## config.mk

```make
export PLATFORM = sky130hd
export DESIGN_NAME = lmd_window
export DESIGN_NICKNAME = d
export VERILOG_FILES = /design/src/hdl/lmd_pkg.sv /design/src/hdl/lmd_window.sv
export SDC_FILE = /design/constraint.sdc
export NUM_CORES = 1
export LEC_CHECK = 0
export ABC_AREA = 1
export BUFFER_PORTS_ARGS = -buffer_cell sky130_fd_sc_hd__buf_2
export CAP_MARGIN = 15
export CORE_MARGIN = 2
export CORE_UTILIZATION = 48
export CTS_BUF_LIST = sky130_fd_sc_hd__clkbuf_2
export DETAILED_ROUTE_END_ITERATION = 10
export PLACE_DENSITY_LB_ADDON = 0.08
export SYNTH_ARGS = -nofsm -noshare
export SYNTH_HDL_FRONTEND = slang
export SYNTH_SLANG_ARGS = --single-unit
```

## constraint.sdc

```tcl
create_clock -name clk -period 3.75 [get_ports clk]
set_clock_uncertainty 0.15 [all_clocks]
set_input_delay 0.75 -clock clk [delete_from_list [all_inputs] [get_ports clk]]
set_output_delay 0.75 -clock clk [all_outputs]
set_load 0.01 [all_outputs]
```

## src/hdl/lmd_pkg.sv

```systemverilog
// ----------------------------------------------------------------------------
// lmd_pkg
// Shared types, constants and functions of the 3x3 local minimum detector.
// ----------------------------------------------------------------------------
package lmd_pkg;

  localparam int MAX_WIDTH  = 1024;
  localparam int MAX_HEIGHT = 1024;

  localparam int COL_W     = $clog2(MAX_WIDTH);
  localparam int ROW_W     = $clog2(MAX_HEIGHT);
  localparam int PIX_W     = 8;
  localparam int DIM_W     = 11;
  localparam int OUT_W     = 10;
  localparam int CFG_IDX_W = 1;

  localparam logic [CFG_IDX_W-1:0] REG_FRAME_WIDTH  = 1'd0;
  localparam logic [CFG_IDX_W-1:0] REG_FRAME_HEIGHT = 1'd1;

  localparam int QUEUE_DEPTH = 4;
  localparam int QPTR_W      = $clog2(QUEUE_DEPTH);
  localparam int QCNT_W      = QPTR_W + 1;

  // result slots of one beat, in emission order
  localparam int SLOT_UP_LEFT  = 0;
  localparam int SLOT_UP       = 1;
  localparam int SLOT_CUR_LEFT = 2;
  localparam int SLOT_CUR      = 3;
  localparam int N_SLOTS       = 4;

  typedef logic [PIX_W-1:0] pix_t;
  typedef logic [2:0][2:0][PIX_W-1:0] win_t;  // [row][col], col 2 newest

  typedef struct packed {
    logic             valid;
    logic [ROW_W-1:0] row;
    logic [COL_W-1:0] col;
  } pos_t;

  typedef struct packed {
    logic [ROW_W-1:0]   row;
    logic [COL_W-1:0]   col;
    logic [N_SLOTS-1:0] en;
    logic [N_SLOTS-1:0] minimum;
  } bundle_t;

  // last index of a dimension: zero acts as one, large values saturate
  function automatic logic [DIM_W-1:0] clamp_last(logic [DIM_W-1:0] v, int maxv);
    logic [DIM_W-1:0] res;
    if (v == '0) begin
      res = '0;
    end else if (int'(v) > maxv) begin
      res = DIM_W'(maxv - 1);
    end else begin
      res = v - DIM_W'(1);
    end
    return res;
  endfunction

  // strict minimum of cell (wr, wc) against in-frame neighbors
  function automatic logic judge(win_t w, int wr, int wc,
                                 logic [2:0] row_ok, logic [2:0] col_ok);
    logic res;
    res = 1'b1;
    for (int tr = 0; tr < 3; tr++) begin
      for (int tc = 0; tc < 3; tc++) begin
        if (tr >= wr - 1 && tr <= wr + 1 && tc >= wc - 1 && tc <= wc + 1 &&
            !(tr == wr && tc == wc) && row_ok[tr] && col_ok[tc] &&
            w[wr][wc] >= w[tr][tc]) begin
          res = 1'b0;
        end
      end
    end
    return res;
  endfunction

endpackage

```

## src/hdl/lmd_window.sv

```systemverilog
// ----------------------------------------------------------------------------
// lmd_window
// 3x3 window register; shifts in one column per beat and judges the up to
// four pixels resolved by the newest one.
// ----------------------------------------------------------------------------
module lmd_window (
  input  logic                      clk,
  input  logic                      rst,
  input  lmd_pkg::pos_t             pos,
  input  lmd_pkg::pix_t             px,
  input  lmd_pkg::pix_t             up1,
  input  lmd_pkg::pix_t             up2,
  input  logic [lmd_pkg::COL_W-1:0] width_last,
  input  logic [lmd_pkg::ROW_W-1:0] height_last,
  output logic                      push,
  output lmd_pkg::bundle_t          bundle
);

  lmd_pkg::win_t win;
  lmd_pkg::win_t win_next;
  logic [2:0]    row_ok;
  logic [2:0]    col_ok;
  logic          row_any;
  logic          col_any;
  logic          row_end;
  logic          col_end;

  always_comb begin
    for (int i = 0; i < 3; i++) begin
      win_next[i][0] = win[i][1];
      win_next[i][1] = win[i][2];
    end
    win_next[0][2] = up2;
    win_next[1][2] = up1;
    win_next[2][2] = px;
  end

  always_ff @(posedge clk) begin
    if (rst) begin
      win <= '0;
    end else if (pos.valid) begin
      win <= win_next;
    end
  end

  assign row_any = (pos.row != '0);
  assign col_any = (pos.col != '0);
  assign row_end = (pos.row == height_last);
  assign col_end = (pos.col == width_last);
  assign row_ok  = {1'b1, row_any, pos.row > lmd_pkg::ROW_W'(1)};
  assign col_ok  = {1'b1, col_any, pos.col > lmd_pkg::COL_W'(1)};

  always_comb begin
    bundle.row = pos.row;
    bundle.col = pos.col;
    bundle.en[lmd_pkg::SLOT_UP_LEFT]  = row_any && col_any;
    bundle.en[lmd_pkg::SLOT_UP]       = row_any && col_end;
    bundle.en[lmd_pkg::SLOT_CUR_LEFT] = row_end && col_any;
    bundle.en[lmd_pkg::SLOT_CUR]      = row_end && col_end;
    bundle.minimum[lmd_pkg::SLOT_UP_LEFT]  = lmd_pkg::judge(win_next, 1, 1, row_ok, col_ok);
    bundle.minimum[lmd_pkg::SLOT_UP]       = lmd_pkg::judge(win_next, 1, 2, row_ok, col_ok);
    bundle.minimum[lmd_pkg::SLOT_CUR_LEFT] = lmd_pkg::judge(win_next, 2, 1, row_ok, col_ok);
    bundle.minimum[lmd_pkg::SLOT_CUR]      = lmd_pkg::judge(win_next, 2, 2, row_ok, col_ok);
  end

  assign push = pos.valid && (bundle.en != '0);

endmodule

```

==> results of run 1 <==
final timing paths:
path	from	end	cells after the start
setup / recovery	win[47]	bundle[0]	13
hold / removal	win[18]	win[18]	2
setup reg to reg	win[47]	win[39]	2
hold reg to reg	win[18]	win[18]	2
per-stage QoR:
stage	hold WS [ns]	std cells	setup slack [ns]
2_1_floorplan	0.293	753	1.00
4_1_cts	0.342	962	0.210
3_5_place_dp	0.318	954	0.533
5_1_grt	0.300	962	0.0440
3_3_place_gp	0.313	954	0.476
6_report	0.344	962	0.242
power groups by stage:
stage / clock, mW / combinational [mW] / sequential, mW
after floorplan: 0 / 0.433 / 0.581
after CTS: 0.246 / 0.602 / 0.587
after global placement: 0 / 0.578 / 0.596
after global routing: 0.267 / 0.702 / 0.592
after detailed placement: 0 / 0.598 / 0.597
final: 0.233 / 0.602 / 0.587
per-layer routing:
layer	routed length (um)	vias up	part of all wire (%)
met4	140	0	1.0
met5	0	-	0
met2	6190	141	46
met3	813	13	6.0
met1	6440	2162	47
li1	-	2593	-
cells by family after synthesis:
family                   count (synthesis)
AND/OR/NAND/NOR                        285
adder cells (fa/ha/maj)                120
XOR/XNOR                                17
flip-flops                              48
AO/OA/AOI/OAI                          120
buffers and inverters                  163
cells in the mapped netlist, types with 4 or more instances:
master    number
a211oi_1      48
a21oi_1       48
buf_1          4
buf_4         20
clkbuf_1       9
dfxtp_1       48
ha_1         120
inv_1        124
nand2_1      133
nand2_2        4
nand3_1       15
nand4_1       15
nor2_1       104
nor3_1         7
o21a_1         7
o21ai_0       12
xnor2_1       13
xor2_1         4
area by class of cell:
cell class / count / area (um2) / area share, %
clock buffer: 7 / 35.0 / 0.613
clock inverter: 1 / 3.75 / 0.0656
inverter: 127 / 477 / 8.34
multi-input combinational: 542 / 3580 / 62.5
sequential: 48 / 961 / 16.8
tap: 140 / 175 / 3.06
timing repair buffer: 97 / 490 / 8.58
worst min-delay path, delay by kind of cell, from the launching register on:
kind / cells / cell delay [ns]
DFF: 1 / 0.38
and+or+nand+nor: 1 / 0.08
AOI/OAI and AO/OA: 1 / 0.04
==> key figures, run 1 <==
STA
  • Final worst path period share: 93.5%
  • Final Max Tran Viols: 0
  • Slew margin rel.: 32.5%
  • Final setup fails: 0
  • Slew @ Worst Pin: 1.01 ns
  • Final hold violation count: 0
  • Tmin final: 3.51 ns
  • RSZ-0062 raised after global routing: no
  • Max Clk Rate: 285 MHz
  • TNS Setup: 0 ns

Logic synthesis
  • Combinational family with the most area after synthesis: adder cells
  • Synth Area in Simple Gates: 22.4%
  • Mapped Area: 5230 um2
  • Largest cells by area after synthesis: ha_1, dfxtp_1, nand2_1, inv_1, nor2_1
  • Sequential fraction of the synthesis area: 18.4%
  • Post-synthesis xor/xnor area fraction: 2.85%
  • Area leader, netlist: ha_1
  • Post-Synth Adder-Cell Area: 28.7%
  • Post-synth top area share: 28.7%
  • Synth warn: 0
  • Yosys reg bits: 48
  • Cells after synthesis: 753
  • Top_reg_cell synth: dfxtp_1
  • Syn avg cell area: 6.94 um2
  • Synth Area in Compound Gates: 14.4%
  • Asr flop ratio synth: 0%
  • Syn_nets: 940
  • EDFF count, synth: 0
  • Post-synthesis mux area share: 0%
  • Post-synthesis cell type count: 28

Final layout
  • Fraction of layout instances using a drive strength above 1: 14.1%
  • Final Util: 53.2%
  • Fill count: 1137
  • Area delta synth->final: 9.38%
  • Top reg by flops: win
  • Biggest regs: win: 48 flops
  • Final Instance Area: 5720 um2
  • Most frequent cells in the layout: nand2_1, inv_1, ha_1, nor2_1, buf_2
  • Max FFs per register: 48
  • Antenna diode count: 0
  • Final #Nets: 1008
  • Most common cell after layout, fill and taps aside: nand2_1

Pwr
  • Net switching power: 0.580 mW
  • Sw Ratio: 40.8%
  • Flop pwr share: 41.3%
  • PD cells: 248 nW/um2
  • VDD IR max: 0.000117 V
  • Total power: 1.42 mW
  • Logic pwr share: 42.3%
  • Clock power frac: 16.4%
  • Leakage: 3.06 nW
  • Internal Power: 0.841 mW

Critical path
  • WP data arrival: 2.61 ns
  • Critical path endpoint category: primary output
  • CP required: 2.85 ns
  • Crit path cell chain: inv_1 > ha_1 > nand2_1 > nor2_1 > nand2_1 > nand2_1 > nand2_1 > nand2_1 > nand2_1 > inv_1 > nand3_1 > nor2_2 > buf_2
  • Cell family with most CP delay: simple AND/OR/NAND/NOR gates
  • Crit-path max FO: 9
  • Peak per-stage delay on the critical path: 0.72 ns
  • Master of the slowest instance on the critical path: dfxtp_1
  • Most Frequent Cell on Critical Path: nand2_1
  • CP Class: reg2out
  • Crit start category: flop
  • WP buf/inv: 3
  • Reg2reg setup slack: 2.43 ns

Global routing
  • Total GRT Usage: 24.2%
  • GRT overflow: 0
  • Gr busiest metal: met2
  • Vias in the first global route: 4729
  • Initial antenna violation count: 0
  • Global-route wire length before repair: 22.3 mm
  • Largest net degree at the start of global routing: 96
  • Met1 usage: 32.2%
  • GRT met3 Usage: 3.50%
  • GRT met2 Usage: 40.9%

Min path
  • Hold WC Path Type: reg2reg

Clock network
  • Post-cts sizing count: 0
  • Worst-skew pair later-pin latency: 0.44 ns
  • Setup bufs post-CTS: 0
  • Depth of the CTS H-tree: 2
  • Root Buffer: clkbuf_2
  • TritonCTS clock tree: done
  • CTS max path bufs: 2
  • Hold bufs inserted after CTS: 0
  • Clock net sink count: 48
  • Clock-pin slew on the worst setup and hold paths: 0.27 ns
  • TritonCTS Buffers: 5

Placement
  • Detailed placement HPWL: 10.8 mm
  • RD Place Congestion: 0.868
  • Placed Area: 5680 um2
  • Count of input and output buffers: 95

Drt
  • Vias per inst: 5.10
  • Routed wire length: 13.6 mm
  • Routed vias: 4909
  • Final ANT Viol Nets: 0
  • Remaining DRCs: 0
  • DR iter-0 viols: 236
  • DR pass1 iterations: 4
  • Avg WL per Cell: 14.1 um

Job
  • Max-cap violation count: 0

Floorplanning
  • # rows: 38
  • Die area: 11700 um2
  • Die H: 108 um
  • Area of the core: 10700 um2
  • Ports: 96
  • Initial Util: 48.7%
  • Die X: 108 um

Run status
  • Outcome: complete, no violations
(Power assumes the default switching activity.)
==> run 2: changes to the inputs <==
--- a/constraint.sdc
+++ b/constraint.sdc
@@ -3,3 +3,3 @@
 set_input_delay 0.75 -clock clk [delete_from_list [all_inputs] [get_ports clk]]
 set_output_delay 0.75 -clock clk [all_outputs]
-set_load 0.01 [all_outputs]
+set_load 0.005 [all_outputs]
==> key figures, run 2 (synthesis results as in run 1) <==
STA
  • Max Clk Rate: 296 MHz
  • Slew margin rel.: 33.8%
  • Final Max Tran Viols: 0
  • Slew @ Worst Pin: 0.993 ns
  • Final worst path period share: 90.0%
  • Tmin final: 3.37 ns
  • RSZ-0062 raised after global routing: no
  • TNS Setup: 0 ns
  • Final hold violation count: 0
  • Final setup fails: 0

Clock network
  • Setup bufs post-CTS: 0
  • Hold bufs inserted after CTS: 0
  • Root Buffer: clkbuf_2
  • TritonCTS clock tree: done
  • TritonCTS Buffers: 5
  • Clock net sink count: 48
  • CTS max path bufs: 2
  • Depth of the CTS H-tree: 2
  • Worst-skew pair later-pin latency: 0.45 ns
  • Clock-pin slew on the worst setup and hold paths: 0.26 ns
  • Post-cts sizing count: 0

Floorplanning
  • Die area: 11700 um2
  • Area of the core: 10700 um2
  • # rows: 38
  • Initial Util: 48.7%
  • Die X: 108 um
  • Die H: 108 um
  • Ports: 96

Pwr
  • Total power: 1.41 mW
  • VDD IR max: 0.000136 V
  • Leakage: 3.06 nW
  • PD cells: 246 nW/um2

Placement
  • Count of input and output buffers: 95
  • Detailed placement HPWL: 10.7 mm
  • RD Place Congestion: 0.882
  • Cell count after placement: 954

Job
  • Max-cap violation count: 0

Drt
  • Vias per inst: 5.06
  • Remaining DRCs: 0
  • DR pass1 iterations: 4
  • DR iter-0 viols: 221
  • Routed vias: 4865
  • Routed wire length: 13.3 mm
  • Avg WL per Cell: 13.9 um
  • Final ANT Viol Nets: 0

Critical path
  • Critical path endpoint category: primary output
  • CP required: 2.85 ns
  • WP data arrival: 2.47 ns
  • Crit start category: flop
  • Crit-path max FO: 9
  • CP Class: reg2out
  • Reg2Reg Depth: 2

Final layout
  • Biggest regs: win: 48 flops
  • Fraction of layout instances using a drive strength above 1: 14.4%
  • Top reg by flops: win
  • Final #Nets: 1008
  • Most common cell after layout, fill and taps aside: nand2_1
  • Area delta synth->final: 9.43%
  • Max FFs per register: 48
  • Most frequent cells in the layout: nand2_1, inv_1, ha_1, nor2_1, buf_2
  • Fill count: 1134
  • Antenna diode count: 0
  • Final std cells w/o fill: 962

Global routing
  • GRT overflow: 0
  • Largest net degree at the start of global routing: 96
  • Vias in the first global route: 4753
  • Initial antenna violation count: 0
  • Total GRT Usage: 24.0%
  • Global-route wire length before repair: 22.1 mm

Min path
  • Hold WC Path Type: reg2reg
  • Hold-critical path depth: 2

Run status
  • Outcome: complete, no violations
-- run 2: changes by cell type in the layout (fill, tap and decap cells not counted) --
cell     delta
dfxtp_1     -2
dfxtp_2     +2
-- run 2: area by class of cell --
class                   instances  area (um2)  area share (%)
clock inverters                 1        3.75          0.0656
inverters                     127         477            8.33
repair buffers                 97         490            8.57
well taps                     140         175            3.06
clock buffers                   7        35.0           0.612
flip-flops and latches         48         963            16.8
multi-input cells             542        3580            62.5
-- run 2: critical path: stages, from the launching register on --
cell and delay [ns]:
dfxtp_1 0.67, ha_1 0.33, nand2_1 0.07, nand2_1 0.05, nand2_1 0.05, nand2_1 0.08
nand2_1 0.08, nand2_1 0.07, nor2_1 0.11, nand2_1 0.08, nor2_2 0.11, nand3_1 0.12
nor2_2 0.10, buf_2 0.11
-- run 2: metrics by stage --
| stage | utilization [%] | area [um2] | worst slack, ns | hold slack [ns] |
|---|---|---|---|---|
| after floorplan | - | 5230 | 1.06 | 0.293 |
| after global placement | 52.9 | 5680 | 0.525 | 0.313 |
| after detailed placement | 52.9 | 5680 | 0.544 | 0.318 |
| after CTS | 53.2 | 5720 | 0.216 | 0.345 |
| after global routing | 53.2 | 5720 | 0.0535 | 0.315 |
| final | 53.2 | 5720 | 0.375 | 0.343 |
-- run 2: worst paths after layout --
kind	slack, ns	start	endpoint
setup reg to reg	2.49	win[44]	win[36]
hold / removal	0.34	win[20]	win[20]
setup / recovery	0.38	win[41]	bundle[0]
hold reg to reg	0.34	win[20]	win[20]
-- run 2: power breakdown --
part | internal [mW] | switching [mW] | leakage, nW | total, mW
logic | 0.244 | 0.346 | 2.63 | 0.590
clock network | 0.0497 | 0.183 | 0.0306 | 0.233
registers | 0.546 | 0.0411 | 0.399 | 0.587
total | 0.840 | 0.570 | 3.06 | 1.41
-- run 2: per-layer routing --
metal	share of wire, %	routed length [um]	global-route usage [%]
met4	1.0	136	5.22
met2	46	6080	42.1
met5	0	0	0
met1	47	6270	30.9
met3	6.4	847	3.92
==> run 3: changes to the inputs <==
ABC_AREA = not set   (was 1)
CTS_CLUSTER_SIZE = 40   (was not set)
==> key figures, run 3 <==
Drt
  • Remaining DRCs: 0
  • Routed vias: 4393
  • DR pass1 iterations: 5
  • Avg WL per Cell: 15.7 um
  • DR iter-0 viols: 151
  • Routed wire length: 12.7 mm
  • Final ANT Viol Nets: 0
  • Vias per inst: 5.46

Global routing
  • Total GRT Usage: 23.1%
  • Global-route wire length before repair: 20.6 mm
  • Largest net degree at the start of global routing: 49
  • Initial antenna violation count: 0
  • GRT overflow: 0
  • Vias in the first global route: 4270

Logic synthesis
  • Synth warn: 0
  • Area leader, netlist: ha_1
  • Cells after synthesis: 591
  • Syn avg cell area: 8.49 um2
  • Asr flop ratio synth: 0%
  • Synth Area in Simple Gates: 13.0%
  • Top_reg_cell synth: dfxtp_1
  • Synth Area in Compound Gates: 15.4%
  • Syn_nets: 778
  • Most common cell in the netlist: ha_1
  • Post-synthesis mux area share: 9.57%
  • EDFF count, synth: 0
  • Synth top cells by count: ha_1, inv_1, nor2_1
  • Post-synth top area share: 29.9%
  • Post-Synth Adder-Cell Area: 29.9%
  • Post-synthesis cell type count: 48
  • Combinational family with the most area after synthesis: adder cells
  • Yosys reg bits: 48
  • Mapped Area: 5020 um2
  • Largest cells by area after synthesis: ha_1, dfxtp_1, mux2i_1, inv_1, nor2_1
  • Sequential fraction of the synthesis area: 19.1%
  • Post-synthesis xor/xnor area fraction: 3.49%

STA
  • Final worst path period share: 96.3%
  • Slew margin rel.: 36.8%
  • RSZ-0062 raised after global routing: no
  • Max Clk Rate: 277 MHz
  • Slew @ Worst Pin: 0.948 ns
  • TNS Setup: 0 ns
  • Setup WS post-layout: 0.137 ns
  • Final hold violation count: 0
  • Final setup fails: 0
  • Final Max Tran Viols: 0
  • Tmin final: 3.61 ns

Final layout
  • Most common cell after layout, fill and taps aside: ha_1
  • Top reg by flops: win
  • Final std cells w/o fill: 805
  • Most frequent cells in the layout: ha_1, buf_2, inv_1, nor2_1, mux2i_1
  • Fraction of layout instances using a drive strength above 1: 18.4%
  • Register cell area after layout: 972 um2
  • Antenna diode count: 0
  • Area delta synth->final: 11.0%
  • Max FFs per register: 48
  • Multi-input logic area: 3590 um2
  • Final Instance Area: 5570 um2
  • Biggest regs: win: 48 flops
  • Fill count: 982
  • Final #Nets: 855

Pwr
  • Total power: 1.30 mW
  • Net switching power: 0.491 mW
  • Internal Power: 0.808 mW
  • Flop pwr share: 43.9%
  • PD cells: 233 nW/um2
  • Clock power frac: 17.2%
  • Sw Ratio: 37.8%
  • VDD IR max: 0.000119 V
  • Leakage: 2.81 nW
  • Logic pwr share: 38.8%

Critical path
  • CP required: 2.85 ns
  • Critical path endpoint category: primary output
  • WP data arrival: 2.71 ns
  • Crit start category: flop
  • CP Class: reg2out
  • Reg2Reg Depth: 2
  • Crit-path max FO: 4

Placement
  • Setup WS pre-CTS: 0.199 ns
  • Count of input and output buffers: 95
  • Placed Area: 5500 um2
  • RD Place Congestion: 0.854
  • Cell count after placement: 795
  • Detailed placement HPWL: 9.97 mm

Floorplanning
  • Ports: 96
  • Area of the core: 10200 um2
  • Die X: 106 um
  • Initial Util: 49.1%
  • Die area: 11300 um2
  • Die H: 106 um
  • # rows: 37

Clock network
  • TritonCTS clock tree: done
  • Clock-pin slew on the worst setup and hold paths: 0.26 ns
  • Worst-skew pair later-pin latency: 0.45 ns
  • Clock net sink count: 48
  • TritonCTS Buffers: 5
  • Depth of the CTS H-tree: 2
  • CTS max path bufs: 2
  • Root Buffer: clkbuf_2

Min path
  • Hold-critical path depth: 3
  • Hold WC Path Type: in2reg

Run status
  • Outcome: complete, no violations

Job
  • Max-cap violation count: 0
## run 3: cell count changes after synthesis, moves of 9 or more
cell	before	now
a211oi_1	48	7
nor2_1	104	65
nand2_1	133	17
mux2i_1	0	48
inv_1	124	74
xnor2_1	13	4
xor2_1	4	16
a21oi_1	48	34
nand3_1	15	5
## run 3: worst paths after layout
| check | from | endpoint | slack [ns] |
|---|---|---|---|
| worst max-delay path | win[40] | bundle[0] | 0.14 |
| worst min-delay path | up2[3] | win[19] | 0.37 |
| worst max register to register | win[42] | win[34] | 2.63 |
| worst min register to register | win[33] | win[33] | 0.38 |
## run 3: cell families (layout without fill, tap and decap cells)
group           after synthesis  in the layout
compound gates              116            116
mux                          48             48
buf+inv                     105            183
simple gates                134            134
fa+ha+maj                   120            120
xor+xnor                     20             20
flops                        48             48
## run 3: through the flow
stage,utilization (%),hold slack (ns)
floorplan,-,0.310
CTS,54.3,0.341
global route,54.5,0.362
global placement,53.7,0.324
finish,54.5,0.372
detailed placement,53.7,0.333
## run 3: critical path: stages (launching register included)
cell and delay [ns]:
dfxtp_4 0.44, clkinvlp_4 0.11, ha_1 0.29, nand2b_4 0.14, a2111o_1 0.46, a311oi_1 0.23
o2111ai_1 0.14, o221ai_1 0.10, o2111a_1 0.24, buf_2 0.12
## run 3: power groups by stage
| stage | clock network [mW] | registers, mW | logic (mW) |
|---|---|---|---|
| 6_report | 0.224 | 0.571 | 0.505 |
| 5_1_grt | 0.253 | 0.576 | 0.578 |
| 4_1_cts | 0.241 | 0.571 | 0.502 |
| 3_5_place_dp | 0 | 0.580 | 0.497 |
| 3_3_place_gp | 0 | 0.579 | 0.478 |
| 2_1_floorplan | 0 | 0.567 | 0.350 |
## run 3: area by class of cell
type,instances,share of cell area [%]
Sequential cell,48,17.4
Inverter,74,5.05
Tap cell,136,3.05
Clock inverter,3,0.247
Multi-Input combinational cell,438,64.4
Clock buffer,5,0.449
Timing Repair Buffer,101,9.34
## run 3: timing repair
| item | 4_1_cts | 5_1_grt |
|---|---|---|
| pin swaps | 0 | 3 |
| hold buffers | 0 | 0 |
| buffers inserted | 2 | 0 |
| gates resized for setup | 3 | 7 |
| setup endpoints to repair | 1 | 3 |
## run 3: layer usage
| layer | up-vias | GRT usage, % | share of wire (%) |
|---|---|---|---|
| met1 | 1992 | 30.2 | 49 |
| li1 | 2251 | - | - |
| met4 | 0 | 7.99 | 2.6 |
| met3 | 24 | 2.70 | 4.7 |
| met2 | 126 | 39.1 | 44 |
| met5 | - | 0 | 0 |
