**src/hdl/lmd_pkg.sv**
```systemverilog
// ----------------------------------------------------------------------------
// lmd_pkg
// Shared types, constants and functions of the 3x3 local minimum detector.
// ----------------------------------------------------------------------------
package lmd_pkg;

  localparam int MAX_WIDTH  = 1024;
  localparam int MAX_HEIGHT = 1024;

  localparam int COL_W     = $clog2(MAX_WIDTH);
  localparam int ROW_W     = $clog2(MAX_HEIGHT);
  localparam int PIX_W     = 8;
  localparam int DIM_W     = 11;
  localparam int OUT_W     = 10;
  localparam int CFG_IDX_W = 1;

  localparam logic [CFG_IDX_W-1:0] REG_FRAME_WIDTH  = 1'd0;
  localparam logic [CFG_IDX_W-1:0] REG_FRAME_HEIGHT = 1'd1;

  localparam int QUEUE_DEPTH = 4;
  localparam int QPTR_W      = $clog2(QUEUE_DEPTH);
  localparam int QCNT_W      = QPTR_W + 1;

  // result slots of one beat, in emission order
  localparam int SLOT_UP_LEFT  = 0;
  localparam int SLOT_UP       = 1;
  localparam int SLOT_CUR_LEFT = 2;
  localparam int SLOT_CUR      = 3;
  localparam int N_SLOTS       = 4;

  typedef logic [PIX_W-1:0] pix_t;
  typedef logic [2:0][2:0][PIX_W-1:0] win_t;  // [row][col], col 2 newest

  typedef struct packed {
    logic             valid;
    logic [ROW_W-1:0] row;
    logic [COL_W-1:0] col;
  } pos_t;

  typedef struct packed {
    logic [ROW_W-1:0]   row;
    logic [COL_W-1:0]   col;
    logic [N_SLOTS-1:0] en;
    logic [N_SLOTS-1:0] minimum;
  } bundle_t;

  // last index of a dimension: zero acts as one, large values saturate
  function automatic logic [DIM_W-1:0] clamp_last(logic [DIM_W-1:0] v, int maxv);
    logic [DIM_W-1:0] res;
    if (v == '0) begin
      res = '0;
    end else if (int'(v) > maxv) begin
      res = DIM_W'(maxv - 1);
    end else begin
      res = v - DIM_W'(1);
    end
    return res;
  endfunction

  // strict minimum of cell (wr, wc) against in-frame neighbors
  function automatic logic judge(win_t w, int wr, int wc,
                                 logic [2:0] row_ok, logic [2:0] col_ok);
    logic res;
    res = 1'b1;
    for (int tr = 0; tr < 3; tr++) begin
      for (int tc = 0; tc < 3; tc++) begin
        if (tr >= wr - 1 && tr <= wr + 1 && tc >= wc - 1 && tc <= wc + 1 &&
            !(tr == wr && tc == wc) && row_ok[tr] && col_ok[tc] &&
            w[wr][wc] >= w[tr][tc]) begin
          res = 1'b0;
        end
      end
    end
    return res;
  endfunction

endpackage

```
**src/hdl/lmd_result_queue.sv**
```systemverilog
// ----------------------------------------------------------------------------
// lmd_result_queue
// Queue of resolved bundles; the head is sent out one result per beat.
// ----------------------------------------------------------------------------
module lmd_result_queue (
  input  logic                       clk,
  input  logic                       rst,
  input  logic                       push,
  input  lmd_pkg::bundle_t           bundle,
  output logic [lmd_pkg::QCNT_W-1:0] count,
  output logic                       out_valid,
  input  logic                       out_ready,
  output logic [lmd_pkg::OUT_W-1:0]  pixel_row,
  output logic [lmd_pkg::OUT_W-1:0]  pixel_col,
  output logic                       is_minimum,
  output logic                       last_of_run
);

  lmd_pkg::bundle_t            q [lmd_pkg::QUEUE_DEPTH];
  logic [lmd_pkg::QPTR_W-1:0]  wr_ptr;
  logic [lmd_pkg::QPTR_W-1:0]  rd_ptr;
  logic [lmd_pkg::QCNT_W-1:0]  count_next;
  logic [lmd_pkg::N_SLOTS-1:0] done;
  logic [lmd_pkg::N_SLOTS-1:0] pending;
  logic [lmd_pkg::N_SLOTS-1:0] sel_mask;
  logic [1:0]                  sel;
  logic                        pop;
  lmd_pkg::bundle_t            head;
  logic [lmd_pkg::ROW_W-1:0]   row_sel;
  logic [lmd_pkg::COL_W-1:0]   col_sel;

  assign head    = q[rd_ptr];
  assign pending = head.en & ~done;

  always_comb begin
    sel = 2'd0;
    for (int i = lmd_pkg::N_SLOTS - 1; i >= 0; i--) begin
      if (pending[i]) begin
        sel = 2'(i);
      end
    end
  end

  assign sel_mask    = lmd_pkg::N_SLOTS'(1) << sel;
  assign out_valid   = (count != '0);
  assign last_of_run = ((pending & ~sel_mask) == '0);
  assign pop         = out_valid && out_ready && last_of_run;
  assign row_sel     = sel[1] ? head.row : head.row - lmd_pkg::ROW_W'(1);
  assign col_sel     = sel[0] ? head.col : head.col - lmd_pkg::COL_W'(1);
  assign pixel_row   = lmd_pkg::OUT_W'(row_sel);
  assign pixel_col   = lmd_pkg::OUT_W'(col_sel);
  assign is_minimum  = head.minimum[sel];
  assign count_next  = count + lmd_pkg::QCNT_W'(push) - lmd_pkg::QCNT_W'(pop);

  always_ff @(posedge clk) begin
    if (push) begin
      q[wr_ptr] <= bundle;
    end
  end

  always_ff @(posedge clk) begin
    if (rst) begin
      wr_ptr <= '0;
      rd_ptr <= '0;
      count  <= '0;
      done   <= '0;
    end else begin
      count <= count_next;
      if (push) begin
        wr_ptr <= wr_ptr + lmd_pkg::QPTR_W'(1);
      end
      if (pop) begin
        rd_ptr <= rd_ptr + lmd_pkg::QPTR_W'(1);
        done   <= '0;
      end else if (out_valid && out_ready) begin
        done <= done | sel_mask;
      end
    end
  end

endmodule

```
**config.mk**
```make
export PLATFORM = sky130hd
export DESIGN_NAME = lmd_result_queue
export DESIGN_NICKNAME = d
export VERILOG_FILES = /design/src/hdl/lmd_pkg.sv /design/src/hdl/lmd_result_queue.sv
export SDC_FILE = /design/constraint.sdc
export NUM_CORES = 1
export LEC_CHECK = 0
export ABC_AREA = 1
export BUFFER_PORTS_ARGS = -buffer_cell sky130_fd_sc_hd__buf_2
export CORE_MARGIN = 5
export CORE_UTILIZATION = 61
export CTS_BUF_LIST = sky130_fd_sc_hd__clkbuf_4
export DETAILED_ROUTE_END_ITERATION = 10
export HOLD_SLACK_MARGIN = 0.1
export PLACE_DENSITY_LB_ADDON = 0.05
export SETUP_SLACK_MARGIN = 0.4
export SLEW_MARGIN = 10
export SYNTH_ARGS = -nofsm -noshare
export SYNTH_HDL_FRONTEND = slang
export SYNTH_SLANG_ARGS = --single-unit
export TNS_END_PERCENT = 20
```
**constraint.sdc**
```tcl
create_clock -name clk -period 6.75 [get_ports clk]
set_input_delay 1.0125 -clock clk [delete_from_list [all_inputs] [get_ports clk]]
set_output_delay 1.0125 -clock clk [all_outputs]
set_load 0.03 [all_outputs]
```
==> impl.org, run 1 <==
** Clocking
- Hold bufs inserted after CTS :: 0
- CTS saw roughly 130 sinks.
- Number of buffers inserted to repair setup after CTS :: 0
- TritonCTS built the clock tree.
- Clock-pin slew was measured on the worst setup and hold paths at 0.13 ns.
- The later pin in the worst-skew pair is clocked with a latency of 0.51 ns.
- # resized after CTS :: 0
- Clock tree synthesis selected as its root buffer the cell sky130_fd_sc_hd__clkbuf_4.
- Buffers inserted during clock tree synthesis total 17.
- The longest clock path from root to sink contains 2 buffers.
- H-tree levels :: 4

** Drt
- The count of nets left with antenna violations once routing finished came out at 0.
- Via count :: 3,899
- For this run, design rule violations remaining after detail routing come to 0.
- After detailed routing, the average wire length per cell comes to 15.1 um.
- The first detailed-routing pass ran for 5 iterations.
- Wires add up to 11.0 mm.
- Dividing the detail-routed via count by the number of cells gives 5.37.
- Number of DRC markers in iteration 0 :: roughly 270

** Yosys
- Sequential fraction of the synthesis area :: 0.635
- XOR/XNOR share of the synthesized area :: 0.0245
- The biggest area contributor in the post-synthesis netlist is sky130_fd_sc_hd__edfxtp_1.
- Of the post-synthesis cell area, the dominant cell type holds 0.589.
- Most area-consuming cells after synthesis :: sky130_fd_sc_hd__edfxtp_1 (59%), sky130_fd_sc_hd__nand2_1 (11%), sky130_fd_sc_hd__nand3_1 (4.7%)
- A synthesized cell averages 10.6 um2.
- Counting distinct cell types in the post-synthesis netlist gives 33.
- Simple-gate area share of the yosys netlist :: 0.215
- Of the post-synthesis cell area, the part taken by muxes is 0.
- The compound-cell area share of the yosys netlist is 0.0412.
- Mapped cell area :: 0.00571 mm2
- In this run, synthesis inferred around 110 flip-flops with an integrated enable.
- After synthesis the netlist holds a flip-flop and latch count of 125.
- The most common cell in the synthesized netlist is sky130_fd_sc_hd__nand2_1.
- Synth async-reset ratio :: 0
- Adder-cell area share of the yosys netlist :: 0.0210
- For this run, the leading register cell type out of synthesis is sky130_fd_sc_hd__edfxtp_1.
- Mapped Cells :: 540
- Largest family of logic cells by synthesized area :: simple AND/OR/NAND/NOR gates
- The Yosys step of the flow raised 0 warnings.
- Top cells by instance count after synthesis :: sky130_fd_sc_hd__nand2_1 (168), sky130_fd_sc_hd__edfxtp_1 (112), sky130_fd_sc_hd__nand3_1 (54), sky130_fd_sc_hd__inv_1 (42), sky130_fd_sc_hd__nor2_1 (30)
- The number of nets in the synthesized netlist is 581.

** Layout
- The area growth from synthesis to layout is 10.5%.
- Post-Layout Inst Area :: 0.00631 mm2
- Final layout net count :: 643
- 0 antenna diodes ended up in the layout.
- Layout cells sized above 1 :: 0.210
- Measured on the finished design, the core utilization comes to 0.686.
- Fillers :: around 700

** Timing
- Number of hold violations in the final report :: 0
- After routing, the total negative slack on setup checks comes to 0 ns.
- On the final layout, the worst hold slack is 0.487 ns.
- RSZ-0062 raised after global routing :: no
- Final number of max-transition violations :: 0
- Clock Skew :: 0.0165 ns
- For the pin with the worst max-slew slack, the measured transition is 0.945 ns.
- Of the available clock period, the critical path in the final layout requires 0.651.
- Final critical path time including I/O delays and setup :: 4.39 ns
- Rel. slew slack :: 0.369
- Highest clock frequency the design can meet :: around 230 MHz
- Final setup violation count :: 0

** Global routing
- Entering global routing, the biggest net connects 58 pins.
- The total overflow left after global routing is 0.
- The first global-routing pass estimated 18.2 mm of wire.
- Number of global-route vias before repair :: 3,893
- In the global route stage, overall resource usage came out at 0.207.
- Number of antenna violations at the first check in global routing :: 0

** Critical path
- Stages on worst setup path :: 13
- Peak fanout along the critical path :: 57
- The worst setup path is of the register to primary output kind.
- Dominant cell type by count on the critical path :: sky130_fd_sc_hd__nand2_1
- Among cell families on the critical path, the largest total delay comes from buffers and inverters.
- Signal arrival time at the worst endpoint :: 3.38 ns
- Capture point of the critical path :: pixel_row[8]
- Data required, critical path :: around 5.7 ns
- Kind of end point of the critical path :: primary output
- FF-to-FF path depth :: 18
- The critical path contains buffers and inverters numbering 5 combined.
- Walking the worst path, the cells encountered are buf_4, inv_2, nand2_1, a32oi_2, inv_2, ha_1, inv_1, nor2_1, nand2_1, xor2_1, nand2_1, o21ai_1, buf_2.
- Critical path's slowest cell :: sky130_fd_sc_hd__inv_2
- The worst register-to-register path ends at count[2]$_SDFF_PP0_.
- The worst setup path is launched from a register.
- Largest stage delay on the critical path :: 0.77 ns
- The setup check on the worst reg-to-reg path leaves a slack of 3.16 ns.

** Floorplan
- The die is between 100 and 150 um wide.
- I/O pins :: just under 60
- Die height :: 107 um
- Number of standard-cell rows in the floorplan :: 35
- The floorplan step defined a core boundary enclosing 0.00920 mm2.
- Die Outline Area :: 0.0114 mm2
- Starting density of the core :: 0.621

** Job
- Max cap viols :: 0

** Outcome
- Run status :: finished, final reports clean

** Power and ir drop
- Overall power consumption after layout is estimated at 2.96 mW.
- Cell Pwr Density :: 469 mW/mm2
- Lkg Pwr :: 2.65 nW
- Worst-case vdd ir drop :: roughly 0.27 mV

** Place
- Detailed placement HPWL :: 6.97 mm
- Once placement finished, the instance area stood at ~0.006 mm2.
- Final weighted congestion of routability-driven global placement :: approximately 0.81
- Port Buffers :: 57

** Worst hold path
- The path class of the tightest hold or removal check is register to register.
==> power breakdown <==
part / internal, mW / switching [mW] / total, mW
Combinational: 0.426 / 1.09 / 1.52
Sequential: 0.897 / 0.0197 / 0.916
Clock: 0.232 / 0.294 / 0.526
Total: 1.55 / 1.41 / 2.96
==> kinds of logic (layout without fill, tap and decap cells) <==
kind of cell / after synthesis / count (layout)
adders and majority gates: 9 / 9
DFF: 125 / 125
buffers and inverters: 70 / 145
AOI/OAI and AO/OA: 41 / 41
xor gates and xnor gates: 16 / 16
and+or+nand+nor: 279 / 279
==> per-stage QoR <==
stage,std cells,setup WS [ns]
global placement,694,3.02
global route,726,1.92
detailed placement,694,2.92
CTS,726,2.31
floorplan,540,3.70
finish,726,2.36
==> cell type report <==
cell class / count / area, um2 / area share
repair buffers: 63 / 330 / 0.0524
multi-input cells: 345 / 1720 / 0.273
well taps: 111 / 139 / 0.0220
clock buffers: 18 / 135 / 0.0214
inverters: 50 / 193 / 0.0305
flip-flops and latches: 125 / 3620 / 0.575
clock inverters: 14 / 161 / 0.0256
==> worst reg2reg max path: stages (launching register included) <==
cell	delay, ns
sky130_fd_sc_hd__dfxtp_2	0.34
sky130_fd_sc_hd__buf_4	0.47
sky130_fd_sc_hd__inv_2	0.57
sky130_fd_sc_hd__nand2_1	0.19
sky130_fd_sc_hd__nand3_1	0.08
sky130_fd_sc_hd__nand2_1	0.10
sky130_fd_sc_hd__nand2_2	0.08
sky130_fd_sc_hd__nand2_2	0.11
sky130_fd_sc_hd__inv_1	0.06
sky130_fd_sc_hd__nand2_2	0.08
sky130_fd_sc_hd__nand2_4	0.07
sky130_fd_sc_hd__nand2_4	0.07
sky130_fd_sc_hd__inv_2	0.05
sky130_fd_sc_hd__ha_1	0.26
sky130_fd_sc_hd__inv_1	0.04
sky130_fd_sc_hd__ha_1	0.18
sky130_fd_sc_hd__fa_1	0.37
sky130_fd_sc_hd__or2_2	0.30
sky130_fd_sc_hd__a21oi_1	0.11
==> cell usage in the layout (no fill, tap or decap) <==
cell,count
sky130_fd_sc_hd__nand2_2,13
sky130_fd_sc_hd__nand3b_2,1
sky130_fd_sc_hd__fa_1,1
sky130_fd_sc_hd__ha_1,8
sky130_fd_sc_hd__a21boi_1,1
sky130_fd_sc_hd__nor2_2,2
sky130_fd_sc_hd__o21ai_1,9
sky130_fd_sc_hd__inv_1,42
sky130_fd_sc_hd__inv_8,1
sky130_fd_sc_hd__xor2_1,14
sky130_fd_sc_hd__a31oi_1,1
sky130_fd_sc_hd__nand3_1,54
sky130_fd_sc_hd__or2_2,1
sky130_fd_sc_hd__bufinv_16,2
sky130_fd_sc_hd__nand3b_4,1
sky130_fd_sc_hd__dfxtp_2,1
sky130_fd_sc_hd__clkinv_4,5
sky130_fd_sc_hd__o21ai_0,12
sky130_fd_sc_hd__nor2_1,30
sky130_fd_sc_hd__dfxtp_1,12
sky130_fd_sc_hd__xnor2_1,2
sky130_fd_sc_hd__o22ai_1,4
sky130_fd_sc_hd__buf_2,57
sky130_fd_sc_hd__inv_4,2
sky130_fd_sc_hd__buf_4,6
sky130_fd_sc_hd__nand2_1,168
sky130_fd_sc_hd__clkbuf_4,18
sky130_fd_sc_hd__nand3_2,2
sky130_fd_sc_hd__inv_2,6
sky130_fd_sc_hd__o21bai_1,1
sky130_fd_sc_hd__inv_6,3
sky130_fd_sc_hd__a32oi_2,1
sky130_fd_sc_hd__a21oi_1,10
sky130_fd_sc_hd__edfxtp_1,112
sky130_fd_sc_hd__nand2_4,4
sky130_fd_sc_hd__a32oi_1,2
sky130_fd_sc_hd__clkinv_2,1
sky130_fd_sc_hd__clkinvlp_4,2
sky130_fd_sc_hd__nand4_1,3
==> per-layer routing <==
layer	part of all wire	global-route usage	vias up
met3	0.049	0.0476	15
li1	-	-	1930
met1	0.43	0.262	1853
met5	0	0	-
met4	0.011	0.0694	0
met2	0.51	0.351	101
==> sequential cells by signal, summed over array words and instances (netlist names), named ones only <==
register and count:
count 3, rd_ptr 2, q 112, done 4, wr_ptr 2
==> how the worst min path moves through the flow <==
stage	start	to	slack, ns	cells after the start
2_1_floorplan	done[3]$_SDFFE_PP0P_	done[3]$_SDFFE_PP0P_	0.43	2
3_3_place_gp	done[3]$_SDFFE_PP0P_	done[3]$_SDFFE_PP0P_	0.45	2
3_5_place_dp	done[2]$_SDFFE_PP0P_	done[2]$_SDFFE_PP0P_	0.46	2
4_1_cts	done[2]$_SDFFE_PP0P_	done[2]$_SDFFE_PP0P_	0.48	2
5_1_grt	done[2]$_SDFFE_PP0P_	done[2]$_SDFFE_PP0P_	0.50	2
6_report	done[2]$_SDFFE_PP0P_	done[2]$_SDFFE_PP0P_	0.49	2
Note: power is estimated with default switching activity, not from simulation.
==> run 2: changes to the inputs <==
clock period = 4.2 ns   (was 6.75 ns; I/O delays follow)
==> run 2 against run 1 <==
Clock power grew 47%; core utilization down 0.33 points; via count shrank 1.1%; global-route usage shrank 0.31 points; register-to-register slack lost 1.9 ns; first-iteration DRC count is 5.1% lower; sequential power grew 62%; hold slack worse by 0.16 ns; sequential share of layout area up 0.27 points; non-clock buffer count increased by 1.
==> impl.org, run 2 (same netlist as run 1, synthesis figures left out) <==
** Timing
- The number of hold-slack violations in the final timing report was 0 (unchanged).
- In the finished design, the share of the clock period the worst path needs comes to 0.821.
- The maximum clock skew at final layout is 0.0117 ns (-0.00475 ns).
- Worst Tran Pin Value :: 0.999 ns (+0.0540 ns)
- The worst slew margin relative to its limit came to 0.333 (-0.0358).
- The count of final setup violators was 0 (unchanged).
- Final-layout setup total negative slack :: 0 ns (unchanged)
- For the finished layout, the period the worst path requires is 3.45 ns.
- The number of pins exceeding their max-slew limit in the final report was 0 (unchanged).
- Highest clock frequency the design can meet :: between 200 and 300 MHz
- Setup repair after global routing left no endpoint under its margin.

** Global routing
- The remaining global-route overflow came to 0 (unchanged).
- The maximum number of pins on one net before global-route repair is 57 (-1.7%).
- Number of global-route vias before repair :: 3,718 (-4.5%)
- All-Layer GR Usage :: 0.203 (-0.00309)
- Number of antenna violations at the first check in global routing :: 0 (unchanged)
- Global-route wire length before repair :: 18.0 mm (-1.2%)

** Layout
- Largest register FFs :: 112 (unchanged)
- Most frequent standard cell in the layout excluding fill and tap cells :: sky130_fd_sc_hd__nand2_1
- Final layout net count :: 644 (+0.16%)
- Commonest cells after routing, fill and taps aside :: sky130_fd_sc_hd__nand2_1 (168), sky130_fd_sc_hd__edfxtp_1 (112), sky130_fd_sc_hd__buf_2 (57), sky130_fd_sc_hd__nand3_1 (54), sky130_fd_sc_hd__inv_1 (42)
- Register containing the most flip-flops in the final layout :: q
- From synthesis to final layout, the design area changed by 9.95%.
- Utilization after layout :: 0.683 (-0.00326)
- N_diodes :: 0 (unchanged)
- The largest registers in the layout are q (112), done (4), count (3).
- The fraction of final layout cells with drive strength greater than 1 was 0.207 (-0.00292).
- The number of filler instances in the final layout came to 709 (+0.71%).

** Critical path
- STA classifies the critical path endpoint as a primary output.
- Data required, critical path :: 3.57 ns (-2.17 ns)
- The delay of the slowest critical-path stage came to 0.49 ns (-0.28 ns).
- The slowest stage of the critical path is the sky130_fd_sc_hd__buf_4 cell.
- The largest fanout on the critical path was 56 (-1.8%).
- Signal arrival time at the worst endpoint :: 2.82 ns (-0.56 ns)
- Start-to-end type of the worst setup path :: register to primary output
- The signal on the critical path passes through buf_4, nand2_1, a32oi_2, inv_2, ha_1, inv_1, nor2_1, nand2_1, xor2_1, nand2_1, o21ai_1, buf_2.
- The worst setup path is launched from a register.
- R2R setup slack :: 1.27 ns (-1.89 ns)
- Dominant cell type by count on the critical path :: sky130_fd_sc_hd__nand2_1

** Worst hold path
- The path class of the tightest hold or removal check is input port to register.

** Clocking
- TritonCTS clock tree :: done
- The hold buffer count at CTS came to 0 (unchanged).
- Buffer depth of the longest clock path :: 2 (unchanged)
- The number of H-tree levels was 4 (unchanged).
- CTS root buffer :: sky130_fd_sc_hd__clkbuf_4
- Clock transition at the register clock pins on the worst setup and hold paths after CTS :: 0.10 ns (-0.03 ns)
- The count of clock tree sinks is 125 (unchanged).
- The source-to-sink clock delay at the later pin of the worst-skew pair was 0.50 ns (about the same).
- The number of CTS-inserted buffers is 17 (unchanged).
- # resized after CTS :: 0 (unchanged)
- Number of buffers inserted to repair setup after CTS :: 0 (unchanged)

** Power and ir drop
- The part of the power in registers came to 0.315 (+0.005).
- The worst supply voltage drop on vdd came to 0.499 mV (+84%).
- Share of power burned in the clock network :: 0.165 (-0.013)
- The design internal power was 2.48 mW (+59%).
- Lkg Pwr :: 2.64 nW (-0.52%)
- The proportion of total power due to net switching was 0.472 (-0.00297).
- The power per standard cell area is 747 mW/mm2 (+59%).
- Power dissipated by switching net loads :: 2.21 mW (+57%)
- Share of power burned in combinational logic :: 0.519 (+0.006)

** Floorplan
- The number of top-level pins was 58 (unchanged).
- Die height :: 107 um (unchanged)
- The effective utilization at floorplan came to 0.621 (unchanged).
- The core box area is 0.00920 mm2 (unchanged).
- The width of the die was 107 um (unchanged).
- Die Outline Area :: 0.0114 mm2 (unchanged)
- Number of standard-cell rows in the floorplan :: 35 (unchanged)

** Drt
- Via density :: 5.32 (-0.92%)
- Number of DRC markers in iteration 0 :: 259 (-5.1%)
- The remaining antenna violation count after routing was 0 (unchanged).
- DRC violation count after routing :: 0 (unchanged)
- Via count :: 3,858 (-1.1%)
- The met2 wirelength from detailed routing is 5.42 mm (-2.2%).
- The wire length on met3 was 586 um (+8.7%).
- The detailed router used layers up to and including met4.
- Average detailed-routed wire length per instance :: 15.1 um (about the same)
- Routed met1 length :: 4.84 mm (+1.9%)
- Detailed-route wire length :: 10.9 mm (-0.21%)
- DR pass1 iterations :: 6 (+1)

** Job
- Max cap viols :: 0 (unchanged)

** Place
- Port Buffers :: 57 (unchanged)
- Final weighted congestion of routability-driven global placement :: 0.800 (-1.3%)
- The post-detailed-placement half-perimeter wirelength is 7.10 mm (+1.8%).

** Outcome
- The run finished with clean final reports.
## run 2: metrics by stage
step | worst slack [ns] | total power, mW | instances | hold slack [ns] | instance area, um2
after floorplan | 1.53 | 3.44 | 540 | 0.432 | 5710
after global placement | 1.36 | 3.90 | 695 | 0.447 | 6020
after detailed placement | 1.29 | 3.95 | 695 | 0.467 | 6020
after CTS | 0.725 | 4.72 | 725 | 0.291 | 6280
after global routing | 0.401 | 5.03 | 725 | 0.281 | 6280
final | 0.751 | 4.69 | 725 | 0.324 | 6280
## run 2: final timing paths
path / end / cells after the start / from
worst max-delay path: pixel_row[8] / 12 / register
worst min-delay path: count[2]$_SDFF_PP0_ / 2 / rst
worst max register to register: count[2]$_SDFF_PP0_ / 16 / register
worst min register to register: done[3]$_SDFFE_PP0P_ / 2 / done[3]$_SDFFE_PP0P_
## run 2: power by group through the flow
stage / clock, mW / sequential (mW) / combinational [mW]
CTS: 0.787 / 1.48 / 2.45
global placement: 0 / 1.50 / 2.40
detailed placement: 0 / 1.51 / 2.44
floorplan: 0 / 1.52 / 1.92
finish: 0.775 / 1.48 / 2.43
global route: 0.851 / 1.49 / 2.69
## run 2: cell type report
type                            count  area [um2]  share of cell area
Tap cell                          111         139              0.0221
Multi-Input combinational cell    345        1720               0.275
Clock buffer                       18         135              0.0215
Inverter                           50         193              0.0307
Timing Repair Buffer               64         338              0.0538
Clock inverter                     12         124              0.0197
Sequential cell                   125        3620               0.577
## run 2: per-layer routing
metal | track usage | vias up
met2 | 0.337 | 102
met3 | 0.0536 | 7
met4 | 0.0530 | 0
met5 | 0 | -
met1 | 0.269 | 1823
li1 | - | 1926
## run 2: critical path, delay by kind of cell (launching register included)
kind                       cells  cell delay (ns)
buffers and inverters          4             0.87
xor gates and xnor gates       1             0.14
AOI/OAI and AO/OA              2             0.39
and+or+nand+nor                4             0.31
adders and majority gates      1             0.24
DFF                            1             0.35
